## src/rtl/core/pbc_pkg.sv

```systemverilog
package pbc_pkg;

  // Quality FIFO geometry
  localparam int QUAL_DEPTH = 256;
  localparam int QUAL_AW    = $clog2(QUAL_DEPTH);
  localparam int QUAL_LW    = $clog2(QUAL_DEPTH + 1);

  // Base counters
  localparam int COUNT_BITS = 16;
  localparam int NUM_COUNTS = 8;
  localparam int FIELD_W    = 16;

  // Indel length
  localparam int          SKIP_W   = 16;
  localparam int          PROD_W   = SKIP_W + 4;
  localparam logic [PROD_W-1:0] SKIP_MAX = PROD_W'(16'hFFFF);

  // APB
  localparam int APB_AW = 4;
  localparam int APB_DW = 32;

  localparam logic [1:0] REG_QUAL_LIMIT  = 2'd0;
  localparam logic [1:0] REG_DROP_ENDS   = 2'd1;
  localparam logic [1:0] REG_DROP_STARTS = 2'd2;

  // Last counted base: 0..7 base code, none otherwise
  localparam logic [3:0] LAST_NONE = 4'd15;

  // Characters
  localparam logic [7:0] CH_CARET  = 8'h5E;
  localparam logic [7:0] CH_DOT    = 8'h2E;
  localparam logic [7:0] CH_COMMA  = 8'h2C;
  localparam logic [7:0] CH_DOLLAR = 8'h24;
  localparam logic [7:0] CH_STAR   = 8'h2A;
  localparam logic [7:0] CH_UPPER_N = 8'h4E;
  localparam logic [7:0] CH_LOWER_N = 8'h6E;
  localparam logic [7:0] CH_PLUS   = 8'h2B;
  localparam logic [7:0] CH_MINUS  = 8'h2D;
  localparam logic [7:0] CH_ZERO   = 8'h30;
  localparam logic [7:0] CH_NINE   = 8'h39;
  localparam logic [7:0] CH_UPPER_A = 8'h41;
  localparam logic [7:0] CH_UPPER_Z = 8'h5A;
  localparam logic [7:0] CASE_OFFSET = 8'd32;

  typedef enum logic [1:0] {
    REQ_START  = 2'd0,
    REQ_QUAL   = 2'd1,
    REQ_PILEUP = 2'd2,
    REQ_END    = 2'd3
  } req_t;

  typedef enum logic [2:0] {
    MODE_NORMAL      = 3'd0,
    MODE_MAPQ        = 3'd1,
    MODE_AFTER_START = 3'd2,
    MODE_DROP_MAPQ   = 3'd3,
    MODE_DROP_BASE   = 3'd4,
    MODE_DIGITS      = 3'd5,
    MODE_SKIP        = 3'd6
  } mode_t;

  typedef struct packed {
    logic       push;
    logic       pop;
    logic [7:0] wdata;
  } fifo_ctrl_t;

  typedef struct packed {
    logic       empty;
    logic [7:0] head;
  } fifo_stat_t;

  // A/C/G/T -> 0..3, a/c/g/t -> 4..7, anything else -> LAST_NONE
  function automatic logic [3:0] base_code(input logic [7:0] c);
    logic [3:0] code;
    code = LAST_NONE;
    unique case (c)
      8'h41:   code = 4'd0;
      8'h43:   code = 4'd1;
      8'h47:   code = 4'd2;
      8'h54:   code = 4'd3;
      8'h61:   code = 4'd4;
      8'h63:   code = 4'd5;
      8'h67:   code = 4'd6;
      8'h74:   code = 4'd7;
      default: code = LAST_NONE;
    endcase
    return code;
  endfunction

endpackage

```

## src/rtl/core/pileup_base_counter_unit.sv

```systemverilog
// Channel  | handshake                    | payload
// ---------+------------------------------+--------------------------------------
// in       | in_valid / in_stall          | req_type, byte_value
// out      | out_valid / out_stall        | a..t_count, a..t_forward,
//          |                              | quality_underflow
// cfg      | APB psel/penable/pwrite      | paddr, pwdata, prdata, pready
//
// One input transfer per cycle sustained while in_stall is low. An item is
// captured in the input register, handled against the parse state once it is
// not held, and an end-column item then lands in the result register that
// drives out_valid. The quality FIFO is a 256-byte memory with a registered
// head word, so a pop in every cycle is served.
// Reset (rst, synchronous) clears control state and config; no clearing pass.
// in_stall rises only while an end-column item waits behind a stalled result.
module pileup_base_counter_unit
  import pbc_pkg::*;
(
  input  logic              clk,
  input  logic              rst,

  input  logic              psel,
  input  logic              penable,
  input  logic              pwrite,
  input  logic [APB_AW-1:0] paddr,
  input  logic [APB_DW-1:0] pwdata,
  output logic [APB_DW-1:0] prdata,
  output logic              pready,

  input  logic              in_valid,
  output logic              in_stall,
  input  logic [1:0]        req_type,
  input  logic [7:0]        byte_value,

  output logic              out_valid,
  input  logic              out_stall,
  output logic [FIELD_W-1:0] a_count,
  output logic [FIELD_W-1:0] c_count,
  output logic [FIELD_W-1:0] g_count,
  output logic [FIELD_W-1:0] t_count,
  output logic [FIELD_W-1:0] a_forward,
  output logic [FIELD_W-1:0] c_forward,
  output logic [FIELD_W-1:0] g_forward,
  output logic [FIELD_W-1:0] t_forward,
  output logic              quality_underflow
);

  // ---------------------------------------------------------------------
  // Configuration registers
  // ---------------------------------------------------------------------
  logic [7:0] quality_limit;
  logic       drop_read_ends;
  logic       drop_read_starts;
  logic       cfg_write;
  logic [1:0] reg_index;

  assign pready    = 1'b1;
  assign cfg_write = psel && penable && pwrite && pready;
  assign reg_index = paddr[3:2];

  always_ff @(posedge clk) begin
    if (rst) begin
      quality_limit    <= '0;
      drop_read_ends   <= 1'b0;
      drop_read_starts <= 1'b0;
    end else if (cfg_write) begin
      unique case (reg_index)
        REG_QUAL_LIMIT:  quality_limit    <= pwdata[7:0];
        REG_DROP_ENDS:   drop_read_ends   <= pwdata[0];
        REG_DROP_STARTS: drop_read_starts <= pwdata[0];
        default: ;
      endcase
    end
  end

  always_comb begin
    unique case (reg_index)
      REG_QUAL_LIMIT:  prdata = APB_DW'(quality_limit);
      REG_DROP_ENDS:   prdata = APB_DW'(drop_read_ends);
      REG_DROP_STARTS: prdata = APB_DW'(drop_read_starts);
      default:         prdata = '0;
    endcase
  end

  // ---------------------------------------------------------------------
  // Input register
  // ---------------------------------------------------------------------
  logic       s1_valid;
  req_t       s1_type;
  logic [7:0] s1_byte;
  logic       s1_hold;
  logic       in_accept;
  logic       proc;

  // an end-column item cannot move while the previous result is still stalled
  assign s1_hold   = (s1_type == REQ_END) && out_valid && out_stall;
  assign in_stall  = s1_valid && s1_hold;
  assign in_accept = in_valid && !in_stall;
  assign proc      = s1_valid && !s1_hold;

  always_ff @(posedge clk) begin
    if (rst) begin
      s1_valid <= 1'b0;
    end else begin
      s1_valid <= in_accept || (s1_valid && s1_hold);
    end
  end

  always_ff @(posedge clk) begin
    if (in_accept) begin
      s1_type <= req_t'(req_type);
      s1_byte <= byte_value;
    end
  end

  // ---------------------------------------------------------------------
  // Column state
  // ---------------------------------------------------------------------
  mode_t             mode;
  mode_t             mode_next;
  logic [SKIP_W-1:0] skip_length;
  logic [SKIP_W-1:0] skip_next;
  logic [3:0]        last_counted;
  logic [3:0]        last_next;
  logic [7:0]        reference_base;
  logic              underflow_flag;
  logic [COUNT_BITS-1:0] counts [NUM_COUNTS];

  logic do_start;
  logic do_pileup;
  logic do_end;

  assign do_start  = proc && (s1_type == REQ_START);
  assign do_pileup = proc && (s1_type == REQ_PILEUP);
  assign do_end    = proc && (s1_type == REQ_END);

  // FIFO
  fifo_ctrl_t fifo_ctrl;
  fifo_stat_t fifo_stat;

  pbc_qual_fifo u_qual_fifo (
    .clk  (clk),
    .rst  (rst),
    .ctrl (fifo_ctrl),
    .stat (fifo_stat)
  );

  // ---------------------------------------------------------------------
  // Parser: per-mode decode
  // ---------------------------------------------------------------------
  logic       char_en;      // byte goes through the character rules
  logic       allow_start;  // '^' opens a read start here
  logic       drop_pop;     // skipped read-start base still pops a quality
  logic       is_digit;
  logic [3:0] digit;

  assign is_digit = (s1_byte >= CH_ZERO) && (s1_byte <= CH_NINE);
  assign digit    = 4'(s1_byte - CH_ZERO);

  always_comb begin
    char_en     = 1'b0;
    allow_start = 1'b1;
    drop_pop    = 1'b0;
    unique case (mode)
      MODE_MAPQ,
      MODE_DROP_MAPQ,
      MODE_SKIP: ;
      MODE_AFTER_START: begin
        char_en     = 1'b1;
        allow_start = 1'b0;
      end
      MODE_DROP_BASE: drop_pop = 1'b1;
      MODE_DIGITS:    char_en  = !is_digit && (skip_length == '0);
      default:        char_en  = 1'b1;
    endcase
  end

  // ---------------------------------------------------------------------
  // Character rules
  // ---------------------------------------------------------------------
  logic [7:0] mapped;
  logic [3:0] code;
  logic [7:0] qual;
  logic       qual_ok;
  logic       hit_caret;
  logic       hit_base;
  logic       hit_dollar;
  logic       hit_gap;      // '*', 'N', 'n'
  logic       hit_indel;
  logic       pop_req;

  always_comb begin
    mapped = s1_byte;
    if (s1_byte == CH_DOT) begin
      mapped = reference_base;
    end else if (s1_byte == CH_COMMA) begin
      if ((reference_base >= CH_UPPER_A) && (reference_base <= CH_UPPER_Z)) begin
        mapped = reference_base + CASE_OFFSET;
      end else begin
        mapped = reference_base;
      end
    end
  end

  assign code    = base_code(mapped);
  assign qual    = fifo_stat.empty ? 8'd0 : fifo_stat.head;
  assign qual_ok = (qual >= quality_limit);

  // raw '^' is checked before the reference mapping; it is never a base
  assign hit_caret  = char_en && (s1_byte == CH_CARET);
  assign hit_base   = char_en && (code != LAST_NONE);
  assign hit_dollar = char_en && (mapped == CH_DOLLAR);
  assign hit_gap    = char_en && ((mapped == CH_STAR) || (mapped == CH_UPPER_N) ||
                                  (mapped == CH_LOWER_N));
  assign hit_indel  = char_en && ((mapped == CH_PLUS) || (mapped == CH_MINUS));

  assign pop_req = do_pileup && (drop_pop || hit_base || hit_gap);

  assign fifo_ctrl.push  = proc && (s1_type == REQ_QUAL);
  assign fifo_ctrl.pop   = pop_req;
  assign fifo_ctrl.wdata = s1_byte;

  // ---------------------------------------------------------------------
  // Next mode
  // ---------------------------------------------------------------------
  logic [SKIP_W-1:0] skip_dec;
  logic [PROD_W-1:0] skip_prod;

  assign skip_dec  = skip_length - SKIP_W'(1);
  assign skip_prod = PROD_W'({skip_length, 3'b000}) + PROD_W'({skip_length, 1'b0}) +
                     PROD_W'(digit);

  always_comb begin
    mode_next = mode;
    if (do_start) begin
      mode_next = MODE_NORMAL;
    end else if (do_pileup) begin
      unique case (mode)
        MODE_MAPQ:        mode_next = MODE_AFTER_START;
        MODE_DROP_MAPQ:   mode_next = MODE_DROP_BASE;
        MODE_AFTER_START,
        MODE_DROP_BASE:   mode_next = MODE_NORMAL;
        MODE_DIGITS: begin
          if (is_digit) begin
            mode_next = MODE_DIGITS;
          end else if (skip_length == '0) begin
            mode_next = MODE_NORMAL;
          end else begin
            mode_next = (skip_dec != '0) ? MODE_SKIP : MODE_NORMAL;
          end
        end
        MODE_SKIP: begin
          if ((skip_length == '0) || (skip_dec == '0)) begin
            mode_next = MODE_NORMAL;
          end
        end
        default: mode_next = MODE_NORMAL;
      endcase
      // character rules land after the mode step
      priority if (hit_caret && allow_start) begin
        mode_next = drop_read_starts ? MODE_DROP_MAPQ : MODE_MAPQ;
      end else if (hit_indel) begin
        mode_next = MODE_DIGITS;
      end else begin
      end
    end
  end

  // ---------------------------------------------------------------------
  // Skip length
  // ---------------------------------------------------------------------
  always_comb begin
    skip_next = skip_length;
    if (do_start) begin
      skip_next = '0;
    end else if (do_pileup) begin
      if (hit_indel) begin
        skip_next = '0;
      end else if (mode == MODE_DIGITS) begin
        if (is_digit) begin
          skip_next = (skip_prod > SKIP_MAX) ? SKIP_W'(SKIP_MAX) : SKIP_W'(skip_prod);
        end else if (skip_length != '0) begin
          skip_next = skip_dec;
        end
      end else if ((mode == MODE_SKIP) && (skip_length != '0)) begin
        skip_next = skip_dec;
      end
    end
  end

  // ---------------------------------------------------------------------
  // Counter steps and last counted base
  // ---------------------------------------------------------------------
  logic [NUM_COUNTS-1:0] inc_vec;
  logic [NUM_COUNTS-1:0] dec_vec;

  always_comb begin
    inc_vec   = '0;
    dec_vec   = '0;
    last_next = last_counted;
    if (do_start) begin
      last_next = LAST_NONE;
    end else if (do_pileup) begin
      if (hit_base) begin
        if (qual_ok) begin
          last_next = code;
          inc_vec[{1'b0, code[1:0]}] = 1'b1;
          if (!code[2]) begin
            inc_vec[{1'b1, code[1:0]}] = 1'b1;
          end
        end else begin
          last_next = LAST_NONE;
        end
      end else if (hit_dollar) begin
        if (drop_read_ends && !last_counted[3]) begin
          dec_vec[{1'b0, last_counted[1:0]}] = 1'b1;
          if (!last_counted[2]) begin
            dec_vec[{1'b1, last_counted[1:0]}] = 1'b1;
          end
        end
        last_next = LAST_NONE;
      end else if (hit_gap) begin
        last_next = LAST_NONE;
      end
    end
  end

  always_ff @(posedge clk) begin
    if (rst) begin
      mode           <= MODE_NORMAL;
      skip_length    <= '0;
      last_counted   <= LAST_NONE;
      reference_base <= '0;
      underflow_flag <= 1'b0;
    end else begin
      mode         <= mode_next;
      skip_length  <= skip_next;
      last_counted <= last_next;
      if (do_start) begin
        reference_base <= s1_byte;
        underflow_flag <= 1'b0;
      end else if (pop_req && fifo_stat.empty) begin
        underflow_flag <= 1'b1;
      end
    end
  end

  // saturating at both ends
  always_ff @(posedge clk) begin
    if (rst) begin
      for (int i = 0; i < NUM_COUNTS; i++) begin
        counts[i] <= '0;
      end
    end else begin
      for (int i = 0; i < NUM_COUNTS; i++) begin
        if (do_start) begin
          counts[i] <= '0;
        end else if (inc_vec[i] && (counts[i] != '1)) begin
          counts[i] <= counts[i] + COUNT_BITS'(1);
        end else if (dec_vec[i] && (counts[i] != '0)) begin
          counts[i] <= counts[i] - COUNT_BITS'(1);
        end
      end
    end
  end

  // ---------------------------------------------------------------------
  // Result register
  // ---------------------------------------------------------------------
  logic [FIELD_W-1:0] res_counts [NUM_COUNTS];
  logic               res_underflow;

  always_ff @(posedge clk) begin
    if (rst) begin
      out_valid <= 1'b0;
    end else begin
      out_valid <= do_end || (out_valid && out_stall);
    end
  end

  always_ff @(posedge clk) begin
    if (do_end) begin
      for (int i = 0; i < NUM_COUNTS; i++) begin
        res_counts[i] <= FIELD_W'(counts[i]);
      end
      res_underflow <= underflow_flag;
    end
  end

  assign a_count           = res_counts[0];
  assign c_count           = res_counts[1];
  assign g_count           = res_counts[2];
  assign t_count           = res_counts[3];
  assign a_forward         = res_counts[4];
  assign c_forward         = res_counts[5];
  assign g_forward         = res_counts[6];
  assign t_forward         = res_counts[7];
  assign quality_underflow = res_underflow;

  // ---------------------------------------------------------------------
  // Assertions
  // ---------------------------------------------------------------------
  a_result_source: assert property (@(posedge clk) disable iff (rst)
    $rose(out_valid) |-> $past(s1_valid && (s1_type == REQ_END)))
    else $error("result raised without an end-column item");

  a_skip_nonzero: assert property (@(posedge clk) disable iff (rst)
    (mode == MODE_SKIP) |-> (skip_length != '0))
    else $error("skip mode with zero skip length");

  a_underflow_cause: assert property (@(posedge clk) disable iff (rst)
    $rose(underflow_flag) |-> $past(fifo_stat.empty && pop_req))
    else $error("underflow flag set without an empty pop");

endmodule

```

## src/rtl/core/pbc_qual_fifo.sv

```systemverilog
module pbc_qual_fifo
  import pbc_pkg::*;
(
  input  logic       clk,
  input  logic       rst,
  input  fifo_ctrl_t ctrl,
  output fifo_stat_t stat
);

  logic [7:0]         mem [QUAL_DEPTH];
  logic [QUAL_AW-1:0] rptr;
  logic [QUAL_AW-1:0] wptr;
  logic [QUAL_LW-1:0] level;
  logic [7:0]         rd_data;

  logic               push_ok;
  logic               pop_ok;
  logic [QUAL_AW-1:0] rptr_inc;
  logic [QUAL_AW-1:0] wptr_inc;
  logic [QUAL_AW-1:0] rd_addr;
  logic [QUAL_LW-1:0] level_next;

  assign push_ok = ctrl.push && (level != QUAL_LW'(QUAL_DEPTH));
  assign pop_ok  = ctrl.pop && (level != '0);

  assign rptr_inc = (rptr == QUAL_AW'(QUAL_DEPTH - 1)) ? '0 : rptr + QUAL_AW'(1);
  assign wptr_inc = (wptr == QUAL_AW'(QUAL_DEPTH - 1)) ? '0 : wptr + QUAL_AW'(1);

  // head register tracks the entry at the read pointer (first-word fall-through)
  assign rd_addr = pop_ok ? rptr_inc : rptr;

  always_comb begin
    level_next = level;
    if (push_ok && !pop_ok) begin
      level_next = level + QUAL_LW'(1);
    end else if (pop_ok && !push_ok) begin
      level_next = level - QUAL_LW'(1);
    end
  end

  always_ff @(posedge clk) begin
    if (rst) begin
      rptr  <= '0;
      wptr  <= '0;
      level <= '0;
    end else begin
      level <= level_next;
      if (push_ok) begin
        wptr <= wptr_inc;
      end
      if (pop_ok) begin
        rptr <= rptr_inc;
      end
    end
  end

  always_ff @(posedge clk) begin
    if (push_ok) begin
      mem[wptr] <= ctrl.wdata;
    end
  end

  // write-through when the entry being read is written in the same cycle
  always_ff @(posedge clk) begin
    if (push_ok && (wptr == rd_addr)) begin
      rd_data <= ctrl.wdata;
    end else begin
      rd_data <= mem[rd_addr];
    end
  end

  assign stat.empty = (level == '0);
  assign stat.head  = rd_data;

  a_level_bound: assert property (@(posedge clk) disable iff (rst)
    level <= QUAL_LW'(QUAL_DEPTH))
    else $error("quality FIFO level beyond depth");

  a_pop_level: assert property (@(posedge clk) disable iff (rst)
    (pop_ok && !push_ok) |=> (level == $past(level) - QUAL_LW'(1)))
    else $error("quality FIFO level not decremented on pop");

  a_ptr_match: assert property (@(posedge clk) disable iff (rst)
    ((level == '0) || (level == QUAL_LW'(QUAL_DEPTH))) |-> (rptr == wptr))
    else $error("quality FIFO pointers disagree with level");

endmodule
```

## config.mk

```make
export PLATFORM = sky130hd
export DESIGN_NAME = pileup_base_counter_unit
export DESIGN_NICKNAME = d
export VERILOG_FILES = /design/src/rtl/core/pbc_pkg.sv /design/src/rtl/core/pileup_base_counter_unit.sv /design/src/rtl/core/pbc_qual_fifo.sv
export SDC_FILE = /design/constraint.sdc
export NUM_CORES = 2
export LEC_CHECK = 0
export BUFFER_PORTS_ARGS = -buffer_cell sky130_fd_sc_hd__clkbuf_2
export CORE_MARGIN = 2
export CORE_UTILIZATION = 60
export CTS_BUF_LIST = sky130_fd_sc_hd__clkbuf_2 sky130_fd_sc_hd__clkbuf_4 sky130_fd_sc_hd__clkbuf_8
export CTS_CLUSTER_SIZE = 10
export DETAILED_ROUTE_END_ITERATION = 16
export PLACE_DENSITY = 0.79
export SLEW_MARGIN = 10
export SYNTH_ARGS = -nofsm -noshare
export SYNTH_HDL_FRONTEND = slang
export SYNTH_SLANG_ARGS = --single-unit
```

## constraint.sdc

```tcl
create_clock -name clk -period 11.9 [get_ports clk]
set_input_delay 0.595 -clock clk [delete_from_list [all_inputs] [get_ports clk]]
set_output_delay 0.595 -clock clk [all_outputs]
set_load 0.01 [all_outputs]
```

* Yosys cells after proc, flatten, opt, wreduce, memory -nomap -nowiden *
Memory sizes are Yosys's and may differ from the RTL's. A register that Yosys moved wholly into a read port is not among the register bits.
Cells that the tools add are included.

storage, ports and cells
  flip-flop bits (word level) = 80
  RAM bits = 2,304
  input bits = 53
  output and inout bits = 164
  logic and storage cells = 372
  memories = 3

memory list
  memory           depth  width  read ports  clocked after Yosys merged registers in  wr ports  line                             text
  u_qual_fifo.mem  256    8      1           1                                        1         pbc_qual_fifo.sv:10              logic [7:0] mem [QUAL_DEPTH];
  counts           8      16     8           0                                        8         pileup_base_counter_unit.sv:126  logic [COUNT_BITS-1:0] counts [NUM_COUNTS];
  res_counts       8      16     8           0                                        8         pileup_base_counter_unit.sv:369  logic [FIELD_W-1:0] res_counts [NUM_COUNTS];

operators by class
  add/subtract/negate cells = 25
  magnitude comparators = 14
  equal/unequal tests = 42
  multiplexer cells = 156
  bitwise gates (word level) = 26
  reductions and logical operators = 90

operators with widths
  operator                                                                number
  16-bit 2-to-1 mux                                                       30
  16-bit nonzero test                                                     10
  8-bit 2-to-1 mux                                                        18
  16-bit by 1-bit subtractor with 16-bit output, second input constant    9
  16-bit by 1-bit adder with 16-bit output, second input constant         8
  16-bit != test, second input constant                                   8
  8-bit by 7-bit equality test with 1-bit output, second input constant   11
  1-bit 2-to-1 mux                                                        87
  1-bit logical AND                                                       49
  8-bit by 6-bit equality test with 1-bit output, second input constant   6
  16-bit zero test                                                        2
  4-bit case mux with 8 select lines                                      1
  1-bit OR                                                                24
  8-bit case mux with 3 select lines                                      1
  19-bit by 17-bit adder with 20-bit output                               1
  20-bit by 4-bit adder with 20-bit output                                1
  20-bit by 16-bit > comparator with 1-bit output, second input constant  1
  3-bit 2-to-1 mux                                                        6
  9-bit 2-to-1 mux                                                        2
  8-bit by 1-bit adder with 8-bit output, second input constant           2
  8-bit equality test, second input constant                              2
  4-bit 2-to-1 mux                                                        4
  4-bit by 8-bit OR with 8-bit output                                     2
  3-bit case mux with 4 select lines                                      1
  other kinds (35)                                                        67

* Longest topological paths before layout *
  depth in word-level cells = 24
  gate-level depth with buffers = 22
  gate-level depth less buffers = 21

* Cells and area by module *
Synthesis repeated with hierarchy kept, for this count alone.

unflattened totals
  cells, all modules = 5,641
  area total of the unflattened synthesis = 98,867.3 um2

by module, submodules not included
  module                    instances  cells each  area each (um2)  seq. area each (um2)
  pbc_qual_fifo             1          3,821       80,611.1         62,159.6
  pileup_base_counter_unit  1          1,820       18,256.3         8,898.5

* Worst setup path before layout *
Ideal clock, no wire load.

  path kind = register -> register
  start = register s1_byte[3]
  end = register u_qual_fifo.level[8]
  setup time = 0.121 ns
  data arrival time = 7.924 ns
  required time = 11.779 ns
  slack = 3.856 ns
  cell stages (with the launch flop) = 22
  path buffers = 1
  clock period less this slack = 8.044 ns
  path through = edfxtp_1 buf_2 or4b_4 o31ai_1 a311o_1 mux2_4 o32ai_1 a21oi_1 nor2_2 inv_1 ha_1 inv_1 ha_1 nor2b_1 o21ai_0 a21boi_0 o21ai_0 nand2b_1 a21o_1 a21oi_1 mux2i_1 mux2_2

between the ends
  cells in the longest elaborated chain, start to end = 14
  elaborated cells on any way between the ends = 36
  those cells by class = order compare (2); eq/ne (14); mux (5); reduce/logical (15)

ends and longest elaborated chain
  element                                                 line                             text
  start, declared                                         pileup_base_counter_unit.sv:89   logic [7:0] s1_byte;
  start signal, assigned                                  pileup_base_counter_unit.sv:111  s1_byte <= byte_value;
  8-bit by 6-bit equality test with 1-bit output          pileup_base_counter_unit.sv:195  end else if (s1_byte == CH_COMMA) begin
  8-bit 2-to-1 mux                                        pileup_base_counter_unit.sv:195
  8-bit 2-to-1 mux                                        pileup_base_counter_unit.sv:193  if (s1_byte == CH_DOT) begin
  8-bit by 7-bit equality test with 1-bit output          pbc_pkg.sv:77                    unique case (c)
  4-bit case mux with 8 select lines                      pbc_pkg.sv:77
  4-bit != test                                           pileup_base_counter_unit.sv:210  assign hit_base = char_en && (code != LAST_NONE);
  1-bit logical AND                                       pileup_base_counter_unit.sv:210
  1-bit logical OR                                        pileup_base_counter_unit.sv:216  assign pop_req = do_pileup && (drop_pop || hit_base || hit_gap);
  1-bit logical OR (*)                                    pileup_base_counter_unit.sv:216
  1-bit logical AND (*)                                   pileup_base_counter_unit.sv:216
  1-bit logical AND (*)                                   pbc_qual_fifo.sv:24              assign pop_ok = ctrl.pop && (level != '0);
  1-bit zero test                                         pbc_qual_fifo.sv:34              if (push_ok && !pop_ok) begin
  1-bit logical AND                                       pbc_qual_fifo.sv:34
  9-bit 2-to-1 mux or 2-bit nonzero test (tied branches)  -
  end signal, assigned                                    pbc_qual_fifo.sv:47              level <= level_next;
  end, declared                                           pbc_qual_fifo.sv:13              logic [QUAL_LW-1:0] level;

Every way passes the cells marked *; elsewhere a longest branch is shown, timed or not.
A chain may end at the register's enable or synchronous reset.

==> run_results.csv <==
group,metric,value,unit
logic_synthesis,syn-cell-area,98650,µm²
logic_synthesis,syn_inst,5255,
power,powerDensity,150.4,nW/µm²
critical_path,crit_path_top_delay_cell,"nor2b_1",
cts,ctsHtreeMaxLevel,5,
power,p_leak,33.77,nW
timing,clock_skew,101.1,ps
cts,clock_path_buffers,4,
timing,fin_setup_tns,0,ps
critical_path,reg2reg_slack,3950,ps
run_status,status,"finished, final reports clean",
layout,syn2layout_area_growth,10.65,%
cts,cts_tree,"done",
logic_synthesis,yosysTopAreaCell,"edfxtp_1",
global_route,grt-ovfl-total,0,
cts,cts_sinks,2392,
routing,drc_errors,0,
placement,dp_slack,4009,ps
cts,clk_latency,1060,ps
logic_synthesis,synth.area.mux_share,0.1590,
timing,max_freq,125.8,MHz
cts,cts_root_buf,"clkbuf_8",
routing,vias,53010,
timing,grt_setup_unrepaired,"no",
routing,routed_wl,223200,µm
timing,hold_slack,110.4,ps
routing,drt_iter0_markers,6420,
critical_path,cpMostUsedCell,"mux4_2",
critical_path,path_cells,"buf_12 > mux4_2 > mux4_2 > mux4_2 > nor2b_1 > a211oi_1 > a211oi_1 > ha_1 > o2111ai_1 > o31ai_1 > a21o_1 > nor4b_4 > buf_4 > nand3_1 > nor2b_1 > nor2_1 > nand2_1",
timing,worst_pin_slew,1317,ps
logic_synthesis,async_reset_ff_frac,0,
logic_synthesis,synth_xor_area_frac,0.004528,
critical_path,start_kind,"flop",
worst_hold_path,hold_path_class,"primary input to flop",
global_route,antenna_found_initial,3,
logic_synthesis,synth-seq-area-share,0.7203,
global_route,grt_pass1_wl,331600,µm
cts,cts_hold_buf,21,
cts,cts_made_buffers,383,
critical_path,arrival,8550,ps
layout,final_common_cell,"edfxtp_1",
logic_synthesis,postSynthAreaPerCell,18.77,µm²
timing,drv_slew,0,
layout,fill_cells,10020,
global_route,grt_use_total,0.2657,
placement,hpwl,131800,µm
timing,timing.final.crit_period,7948,ps
logic_synthesis,synth_simple_gate_area_frac,0.05393,
logic_synthesis,synth-compound-area-share,0.03513,
worst_hold_path,worstHoldPathCells,5,
floorplanning,dieHeight,409.5,µm
timing,max_slew_margin,0.1218,
timing,finalWorstSetupSlack,3952,ps
logic_synthesis,ys_seq_elements,2392,
logic_synthesis,synth-adder-area-share,0.01063,
placement,io_buffer_count,165,
critical_path,critPathCaptureType,"flop",
cts,clk_pin_slew,60,ps
logic_synthesis,synth_enable_flop_cells,2315,
critical_path,critPathMaxStageDelay,990,ps
run,drv_cap,0,
layout,mostFrequentLayoutCells,"edfxtp_1, mux4_2, nor2_1",
cts,cts_resized,0,
placement,gp_congestion,0.8910,
worst_hold_path,hold_path_end,"drop_read_starts$_SDFFE_PP0P_",
critical_path,crit_type,"flop to flop",
logic_synthesis,synth.distinct_cells,94,
logic_synthesis,ys_top_cells_by_area,"edfxtp_1, mux4_2, nor2_1",
critical_path,reg2regPathDepth,17,
routing,drt.antenna.violating_nets,0,
timing,hold_viol,0,
floorplanning,dieArea,167700,µm²
floorplanning,die_width,409.5,µm
timing,post-route-period-util,0.6679,
global_route,grt_pass1_vias,52450,
logic_synthesis,synth_top_family_by_area,"multiplexers",
layout,final_nets,5736,
routing,wl_per_cell,27.75,µm
critical_path,r2r-end,"counts[0][51]$_SDFFCE_PN0P_",
floorplanning,ios,217,
timing,finalSetupViolCount,0,
critical_path,crit_fanout,102,
logic_synthesis,synth_ff_type,"edfxtp_1",
layout,drive_gt1_frac,0.2611,
cts,postCtsSetupRepairBufs,0,
logic_synthesis,synth_warnings,0,
routing,drt-vias-per-instance,6.589,
floorplanning,coreArea,163000,µm²
logic_synthesis,synth_top_area_frac,0.7047,
power,ir_drop,147.6,µV
floorplanning,start_util,0.6054,
critical_path,crit_required,12500,ps
floorplanning,fp-row-count,148,
global_route,grt_max_degree,265,
routing,drt_first_pass_iters,7,
worst_hold_path,worstHoldStart,"penable",
[where the power goes]
group | internal, mW | switching, mW | total (mW)
Sequential | 9.29 | 0.0702 | 9.36
Combinational | 0.0917 | 0.246 | 0.338
Clock | 3.62 | 3.11 | 6.73
[registers in the layout, summed over array words and instances, names as in the netlist, named ones only]
register and count:
quality_underflow 1, u_qual_fifo.level 9, s1_type 2, drop_read_ends 1
s1_valid 1, quality_limit 8, drop_read_starts 1, u_qual_fifo.wptr 8
s1_byte 8, underflow_flag 1, last_counted 4, out_valid 1
skip_length 16, u_qual_fifo.mem 2048, u_qual_fifo.rptr 8, reference_base 8
counts 128, mode 3, res_counts 128
[worst max-delay path, delay by kind of cell, from the launching register on]
kind | cells | cell delay, ps
compound gates | 5 | 1000
fa+ha+maj | 1 | 360
buf+inv | 2 | 910
flops | 1 | 890
mux | 3 | 1820
simple gates | 6 | 2340
[synthesized netlist by cell type (10+ instances only)]
| library cell | n |
|---|---|
| and3_1 | 52 |
| inv_1 | 64 |
| xnor2_1 | 28 |
| o2bb2ai_1 | 19 |
| nand4_1 | 22 |
| dfxtp_1 | 77 |
| nor3_1 | 68 |
| nor4_1 | 37 |
| mux2i_1 | 43 |
| a21oi_1 | 135 |
| buf_4 | 28 |
| a211oi_1 | 44 |
| nand2_1 | 156 |
| buf_2 | 40 |
| or3_1 | 36 |
| a21o_1 | 12 |
| buf_1 | 49 |
| nand3_1 | 79 |
| and2_1 | 25 |
| a31oi_1 | 20 |
| o31ai_1 | 11 |
| o21ai_0 | 77 |
| a221oi_1 | 27 |
| mux4_2 | 675 |
| ha_1 | 79 |
| xor2_1 | 23 |
| nor2_1 | 515 |
| a311oi_1 | 10 |
| clkbuf_1 | 192 |
| or2_2 | 13 |
| a22oi_1 | 29 |
| edfxtp_1 | 2315 |
| o22a_1 | 14 |
| nor2b_1 | 27 |
| o22ai_1 | 38 |
[logic make-up after synthesis]
group,Yosys count
AOI/OAI and AO/OA,518
other,2
adders and majority gates,82
muxes,722
buffers and inverters,379
xor gates and xnor gates,51
DFF,2392
and+or+nand+nor,1109
[how the worst max path moves through the flow]
| stage | start | end | slack, ps | cells after the start |
|---|---|---|---|---|
| 2_1_floorplan | s1_byte[3]$_DFFE_PP_ | u_qual_fifo.level[8]$_SDFFE_PP0P_ | 3860 | 21 |
| 5_1_grt | flop | counts[0][51]$_SDFFCE_PN0P_ | 3560 | 17 |
| 6_report | flop | counts[0][51]$_SDFFCE_PN0P_ | 3950 | 17 |
| 4_1_cts | flop | counts[0][51]$_SDFFCE_PN0P_ | 3940 | 17 |
| 3_5_place_dp | flop | counts[0][55]$_SDFFCE_PN0P_ | 4010 | 17 |
| 3_3_place_gp | flop | counts[0][56]$_SDFFCE_PN0P_ | 4170 | 17 |
[layout make-up]
class,count,area (µm²),share of cell area
antenna,3,7.507,0.00006877
tap,2175,2721,0.02493
timing repair buffer,253,1779,0.01630
sequential,2392,71080,0.6511
clock inverter,176,1179,0.01080
multi-input combinational,2507,26160,0.2396
inverter,64,240.2,0.002201
clock buffer,475,6000,0.05496
[metrics by stage]
stage	instances	utilization	total power [mW]	area, µm²
4_1_cts	8040	0.6694	16.50	109100
3_5_place_dp	7368	0.6241	9.855	101700
6_report	8045	0.6699	16.42	109200
2_1_floorplan	5278	-	9.738	98740
5_1_grt	8043	0.6698	16.87	109200
3_3_place_gp	7368	0.6241	9.833	101700
[routing by layer]
layer / global-route usage / vias up / routed length, µm
met5: 0 / - / 13
met4: 0.1040 / 2 / 8564
met3: 0.05268 / 488 / 21730
met2: 0.4189 / 3221 / 108100
met1: 0.3718 / 27050 / 84850
li1: - / 22250 / -
No activity file was read; power rests on OpenSTA's default activity.
